--- src/hw/rtl/cgc_pkg.sv ---
`timescale 1ns / 1ps
`default_nettype none

package cgc_pkg;

	localparam int PHASE_W    = 32;
	localparam int IDX_W      = 12;
	localparam int FRAC_W     = PHASE_W - IDX_W;
	localparam int KEY_IDX_W  = 4;
	localparam int POS_W      = KEY_IDX_W + IDX_W;
	localparam int CH_W       = 8;
	localparam int CHANNELS   = 3;
	localparam int ENTRIES    = 2;
	localparam int PIX_W      = 32;

	localparam logic [CH_W-1:0] ALPHA_OPAQUE = 8'hFF;

	typedef logic [CH_W*CHANNELS-1:0] rgb_t;

	// key colors along the cycle, last one equals the first
	function automatic rgb_t key_color(input logic [KEY_IDX_W-1:0] k);
		rgb_t c;
		case (k)
			4'd0:    c = 24'h0E0B52;
			4'd1:    c = 24'h0E3CA5;
			4'd2:    c = 24'h4E9ADC;
			4'd3:    c = 24'hB0E5FF;
			4'd4:    c = 24'hF9FDEF;
			4'd5:    c = 24'hF9E560;
			4'd6:    c = 24'hF9B50F;
			4'd7:    c = 24'hD96C03;
			4'd8:    c = 24'h86200D;
			4'd9:    c = 24'h390423;
			4'd10:   c = 24'h0E0B52;
			default: c = 24'h0E0B52;
		endcase
		return c;
	endfunction

endpackage

`default_nettype wire

--- src/hw/rtl/cyclic_gradient_colormap.sv ---
// cyclic_gradient_colormap
//
// maps one phase per pixel (unsigned 0.32 fraction of a full color cycle) to
// an opaque ARGB pixel: alpha 0xFF, red 23-16, green 15-8, blue 7-0
// input channel: in_valid / in_stall / phase; output channel: out_valid /
// out_stall / pixel_argb; a request moves when valid is high and stall is low
// the 4096-entry gradient is not stored: each of the two neighbor entries is
// rebuilt on the fly from the eleven key colors, then blended by the low 20
// phase bits with round half up
// five register stages: index decode, key fetch and entry product, entry
// rounding, blend product, blend rounding into the output register
// one request per cycle sustained while out_stall is low
// each stage holds its request when the next one is full and stalled, so
// empty stages keep filling while a result waits; in_stall rises only when
// all five stages hold requests and out_stall is high
// reset clears all valid bits; the pipeline is empty and ready right after
`timescale 1ns / 1ps
`default_nettype none

module cyclic_gradient_colormap (
	input  wire                          clk,
	input  wire                          arst_n,
	input  wire                          in_valid,
	output logic                         in_stall,
	input  wire  [cgc_pkg::PHASE_W-1:0]  phase,
	output logic                         out_valid,
	input  wire                          out_stall,
	output logic [cgc_pkg::PIX_W-1:0]    pixel_argb
);
	import cgc_pkg::*;

	logic valid_s1, valid_s2, valid_s3, valid_s4, valid_s5;
	logic ready_s1, ready_s2, ready_s3, ready_s4, ready_s5;

	// stage 1 registers
	logic [KEY_IDX_W-1:0] k_s1    [ENTRIES];
	logic [IDX_W-1:0]     r_s1    [ENTRIES];
	logic [FRAC_W-1:0]    frac_s1;

	// stage 2 registers
	logic [CH_W-1:0]      base_s2 [ENTRIES][CHANNELS];
	logic signed [21:0]   prod_s2 [ENTRIES][CHANNELS];
	logic [FRAC_W-1:0]    frac_s2;

	// stage 3 registers
	logic [CH_W-1:0]      ent_s3  [ENTRIES][CHANNELS];
	logic [FRAC_W-1:0]    frac_s3;

	// stage 4 registers
	logic [CH_W-1:0]      base_s4 [CHANNELS];
	logic signed [29:0]   prod_s4 [CHANNELS];

	// stage 5 registers
	logic [CH_W-1:0]      rgb_s5  [CHANNELS];

	// combinational results of each stage
	logic [IDX_W-1:0]     idx_d   [ENTRIES];
	logic [POS_W-1:0]     pos_d   [ENTRIES];
	logic [CH_W-1:0]      base_d2 [ENTRIES][CHANNELS];
	logic signed [21:0]   prod_d2 [ENTRIES][CHANNELS];
	logic [CH_W-1:0]      ent_d3  [ENTRIES][CHANNELS];
	logic signed [29:0]   prod_d4 [CHANNELS];
	logic [CH_W-1:0]      rgb_d5  [CHANNELS];

	assign ready_s5 = !valid_s5 || !out_stall;
	assign ready_s4 = !valid_s4 || ready_s5;
	assign ready_s3 = !valid_s3 || ready_s4;
	assign ready_s2 = !valid_s2 || ready_s3;
	assign ready_s1 = !valid_s1 || ready_s2;
	assign in_stall = !ready_s1;

	// entry index and its cyclic successor, position along the ten segments
	always_comb begin
		idx_d[0] = phase[PHASE_W-1 -: IDX_W];
		idx_d[1] = idx_d[0] + {{(IDX_W-1){1'b0}}, 1'b1};
		for (int e = 0; e < ENTRIES; e++) begin
			pos_d[e] = {1'b0, idx_d[e], 3'b000} + {3'b000, idx_d[e], 1'b0};
		end
	end

	// key fetch and segment weight product
	always_comb begin
		rgb_t            ka;
		rgb_t            kb;
		logic signed [8:0] diff;
		for (int e = 0; e < ENTRIES; e++) begin
			ka = key_color(k_s1[e]);
			kb = key_color(k_s1[e] + 4'd1);
			for (int c = 0; c < CHANNELS; c++) begin
				base_d2[e][c] = ka[16-8*c +: CH_W];
				diff = $signed({1'b0, kb[16-8*c +: CH_W]}) - $signed({1'b0, ka[16-8*c +: CH_W]});
				prod_d2[e][c] = diff * $signed({1'b0, r_s1[e]});
			end
		end
	end

	// entry rounding
	always_comb begin
		logic signed [22:0] sum;
		for (int e = 0; e < ENTRIES; e++) begin
			for (int c = 0; c < CHANNELS; c++) begin
				sum = $signed({3'b000, base_s2[e][c], 12'h000})
					+ $signed({prod_s2[e][c][21], prod_s2[e][c]})
					+ 23'sd2048;
				ent_d3[e][c] = sum[19:12];
			end
		end
	end

	// blend product between neighbor entries
	always_comb begin
		logic signed [8:0] diff;
		for (int c = 0; c < CHANNELS; c++) begin
			diff = $signed({1'b0, ent_s3[1][c]}) - $signed({1'b0, ent_s3[0][c]});
			prod_d4[c] = diff * $signed({1'b0, frac_s3});
		end
	end

	// blend rounding, half up
	always_comb begin
		logic signed [30:0] sum;
		for (int c = 0; c < CHANNELS; c++) begin
			sum = $signed({3'b000, base_s4[c], 20'h00000})
				+ $signed({prod_s4[c][29], prod_s4[c]})
				+ 31'sd524288;
			rgb_d5[c] = sum[27:20];
		end
	end

	always_ff @(posedge clk or negedge arst_n) begin
		if (!arst_n) begin
			valid_s1 <= 1'b0;
			valid_s2 <= 1'b0;
			valid_s3 <= 1'b0;
			valid_s4 <= 1'b0;
			valid_s5 <= 1'b0;
		end else begin
			if (ready_s1) begin
				valid_s1 <= in_valid;
			end
			if (ready_s2) begin
				valid_s2 <= valid_s1;
			end
			if (ready_s3) begin
				valid_s3 <= valid_s2;
			end
			if (ready_s4) begin
				valid_s4 <= valid_s3;
			end
			if (ready_s5) begin
				valid_s5 <= valid_s4;
			end
		end
	end

	always_ff @(posedge clk) begin
		if (ready_s1) begin
			for (int e = 0; e < ENTRIES; e++) begin
				k_s1[e] <= pos_d[e][POS_W-1 -: KEY_IDX_W];
				r_s1[e] <= pos_d[e][IDX_W-1:0];
			end
			frac_s1 <= phase[FRAC_W-1:0];
		end
		if (ready_s2) begin
			base_s2 <= base_d2;
			prod_s2 <= prod_d2;
			frac_s2 <= frac_s1;
		end
		if (ready_s3) begin
			ent_s3  <= ent_d3;
			frac_s3 <= frac_s2;
		end
		if (ready_s4) begin
			base_s4 <= ent_s3[0];
			prod_s4 <= prod_d4;
		end
		if (ready_s5) begin
			rgb_s5 <= rgb_d5;
		end
	end

	assign out_valid  = valid_s5;
	assign pixel_argb = {ALPHA_OPAQUE, rgb_s5[0], rgb_s5[1], rgb_s5[2]};

endmodule

`default_nettype wire

--- config.mk ---
export PLATFORM = sky130hd
export DESIGN_NAME = cyclic_gradient_colormap
export DESIGN_NICKNAME = d
export VERILOG_FILES = /design/src/hw/rtl/cgc_pkg.sv /design/src/hw/rtl/cyclic_gradient_colormap.sv
export SDC_FILE = /design/constraint.sdc
export NUM_CORES = 2
export LEC_CHECK = 0
export ABC_CLOCK_PERIOD_IN_PS = 19100
export BUFFER_PORTS_ARGS = -buffer_cell sky130_fd_sc_hd__buf_4
export CORE_MARGIN = 2
export CORE_UTILIZATION = 40
export DETAILED_ROUTE_END_ITERATION = 16
export PLACE_DENSITY_LB_ADDON = 0.1
export SYNTH_ARGS = -nofsm -noshare
export SYNTH_HDL_FRONTEND = slang
export SYNTH_SLANG_ARGS = --single-unit
--- constraint.sdc ---
create_clock -name clk -period 19.1 [get_ports clk]
set_clock_uncertainty 0.05 [all_clocks]
set_input_delay 1.91 -clock clk [delete_from_list [all_inputs] [get_ports clk]]
set_output_delay 1.91 -clock clk [all_outputs]
set_load 0.01 [all_outputs]
==> run summary <==
In this run, post-CTS repair resized a total of 0 instances. For this design, the CTS-stage hold fixing added 0 buffers. The number of buffers inserted to repair setup after CTS was 0; the sum of negative setup slack was 0 ns. For this design the top-level I/O count stands at 70. The mapped netlist covers 53,230 um2. STA classifies the critical path startpoint as a flip-flop. The clock edge transition at the registers on the reported setup and hold paths was 0.06 ns.

The prevailing post-synth register cell was edfxtp_1. The number of global-route vias before repair came out at 37,909. The worst setup path category is reg2reg. The number of synthesized register bits works out to 318. Data on the critical path is required at its endpoint by 19.38 ns. Setup repair after global routing left no endpoint under its margin. TritonCTS built the clock tree. Among all stages on the critical path, the largest delay is contributed by edfxtp_1.

Based on the critical path, the design can be clocked at up to 104.0 MHz. CTS saw 318 sinks. The largest single stage delay on the critical path is 0.86 ns.

The cell sitting at the root of the clock tree is a clkbuf_16. Setup violations remaining at the end of the flow were counted as 0. In this run the worst hold path is classified as reg2reg. The post-route netlist has 5.974% of its cells at a drive strength greater than 1. The worst-case setup margin in the final layout came out at 9.487 ns. Counting I/O delays and the setup requirement, the final critical path takes 9.613 ns. For this configuration, the core starts out at a cell density of 40.39%. The pre-antenna-repair detailed-routing pass consisted of 6 iterations. The logs give 0 for the max-slew violation total from the final report and 1,451 for the first-iteration detailed-routing DRC count. Across all layers, the routed design uses 35,441 vias. Dividing the synthesized area by the synthesized cell count gives 9.566 um2. The tools report the net count of the finished layout as 6,949.

In the synthesized netlist, the number of instances is 5,564. The global router's overall resource usage is 19.23%. The run gives 125,000 um as the routed wire length.

The flow ran to the end, and the final reports show no timing, DRC or antenna violations. During synthesis, Yosys emitted a total of 0 warnings. Routability-driven placement finished with a final weighted congestion of 0.8817. The run gives 16.59% as the worst-case headroom to the max-slew limit. The sequential area share after synthesis was 17.89%. Before CTS, the worst setup slack after placement is 9.472 ns.

The relative area change from synthesis to final layout works out to 7.033%. The final count of hold timing violations is 0. Measured in cells, the most critical reg-to-reg path has a length of 32. TritonCTS created 41 clock buffers. In this run, distinct cell masters in the synthesized netlist total 67. The run gives 7,279 as the post-route non-filler standard cell count. In this run the worst path has a maximum fanout of 25. Summed over all layers, the global routing overflow is 0.

Kind of end point of the critical path: a flip-flop. Counting along the longest clock path gives a buffer depth of 3. Worst hold slack across all endpoints: 0.3674 ns. The first global-routing pass estimated 207,800 um of wire. Dividing the detail-routed via count by the number of cells gives 4.869. 0 antenna diodes ended up in the layout. Half-perimeter wire length of the detailed placement result: 95,790 um. The library cells used most frequently in the layout, excluding fill and tap cells, are 1,004 x inv_1, 784 x fa_1, 635 x ha_1.

In this run the remaining antenna-violating nets after routing total 0. Width of the die: 368.8 um. After detailed placement, the design holds a cell count of 7,206.

In this run the core area contains 133 standard-cell rows. By instance count, the cell type seen most on the critical path is inv_1. The worst hold path was traced through 0 stages.

For this run, design rule violations remaining after detail routing come to 0. In the final routed layout, each cell accounts on average for 17.18 um. The max-capacitance violation count is 0, and the count of input and output buffers is 61. Entering global routing, the biggest net connects 70 pins. Fraction of registers with async set/reset: 1.572%. The initial antenna violation count is 5, and the y dimension of the die is 368.8 um. At the pin with the least slew margin, the transition time is 1.242 ns. The count of H-tree levels built during CTS is 2. The library cell used most frequently in the layout, excluding fill and tap cells, is inv_1.

Dividing the final minimum period by the clock period gives 50.33%. The floorplan step defined a core boundary enclosing 131,800 um2. The critical path data arrival time was 9.90 ns. The overall die area is 136,000 um2, and the clock network latency to the later pin of the worst-skew pair is 0.62 ns. The synthesized design contains 313 enable-type register cells.
-- flip-flops by register name (all words and copies together), names as in the netlist, 8 cells and up --
| name | cells |
|---|---|
| ent_s3 | 48 |
| frac_s3 | 20 |
| base_s4 | 24 |
| k_s1 | 8 |
| frac_s1 | 20 |
| base_s2 | 46 |
| prod_s4 | 27 |
| pixel_argb | 24 |
| r_s1 | 22 |
| prod_s2 | 54 |
| frac_s2 | 20 |
-- critical path: cells and delay by family (launching register included) --
kind	cells	cell delay [ns]
compound gates	10	2.01
buf+inv	7	0.97
flops	1	0.86
simple gates	4	0.58
fa+ha+maj	9	3.98
xor+xnor	2	0.88
-- per-stage QoR --
step | area [um2] | util (%)
floorplan | 53250 | -
global placement | 55600 | 42.18
detailed placement | 55600 | 42.18
CTS | 56970 | 43.23
global route | 56970 | 43.23
finish | 56970 | 43.23
-- synth_stat cells, types with 27 or more instances --
| cell type | count | area [um2] |
|---|---|---|
| xnor2_1 | 179 | 1568 |
| a21oi_1 | 142 | 710.7 |
| clkbuf_1 | 251 | 942.2 |
| fa_1 | 784 | 15700 |
| o21ai_0 | 107 | 535.5 |
| xor2_1 | 51 | 446.7 |
| inv_1 | 1005 | 3772 |
| ha_1 | 635 | 7945 |
| nor3_1 | 46 | 230.2 |
| mux2i_1 | 66 | 660.6 |
| a21o_1 | 50 | 375.4 |
| nor2b_1 | 46 | 287.8 |
| and2_1 | 438 | 2740 |
| nand2_1 | 438 | 1644 |
| nand2b_1 | 355 | 2221 |
| nor2_1 | 274 | 1028 |
| nand3_1 | 27 | 135.1 |
| edfxtp_1 | 313 | 9399 |
| or2_2 | 49 | 306.5 |
| mux2_2 | 42 | 473.0 |
| o21a_1 | 28 | 210.2 |
-- logic make-up after synthesis --
logic type               share of synthesized area, %
AO/OA/AOI/OAI                                   5.588
flip-flops                                      17.89
buffers and inverters                           9.111
adder cells (fa/ha/maj)                         44.41
XOR/XNOR                                        3.785
other                                        0.007045
AND/OR/NAND/NOR                                 17.07
multiplexers                                    2.130
-- metal layers --
| metal | GRT usage, % | vias to the layer above | wire length, um |
|---|---|---|---|
| met5 | 0 | - | 0 |
| met4 | 4.050 | 0 | 2606 |
| met3 | 2.463 | 117 | 4122 |
| met2 | 32.29 | 391 | 59560 |
| met1 | 26.54 | 17748 | 58750 |
| li1 | - | 17185 | - |
-- layout make-up --
cell class | instances | area (um2)
Timing Repair Buffer | 154 | 1156
Tap cell | 1755 | 2196
Fill cell | 12966 | 74830
Inverter | 1006 | 3776
Sequential cell | 318 | 9524
Multi-Input combinational cell | 3973 | 38940
Clock inverter | 28 | 331.6
Clock buffer | 45 | 1041
-- path summary, 6_finish.rpt --
path,end,from,slack (ns)
setup reg to reg,prod_s2[41]$_DFFE_PP_,k_s1[0][6]$_DFFE_PN_,9.49
setup / recovery,prod_s2[41]$_DFFE_PP_,k_s1[0][6]$_DFFE_PN_,9.49
hold / removal,frac_s3[5]$_DFFE_PP_,frac_s2[5]$_DFFE_PP_,0.37
min in group asynchronous,valid_s4$_DFFE_PN0P_,arst_n,1.04
hold reg to reg,frac_s3[5]$_DFFE_PP_,frac_s2[5]$_DFFE_PP_,0.37
max in group asynchronous,valid_s1$_DFFE_PN0N_,arst_n,17.83
Power is left out: the tool's default activity adds up to more than one toggle a clock period on the data nets, which glitch-free logic cannot reach.
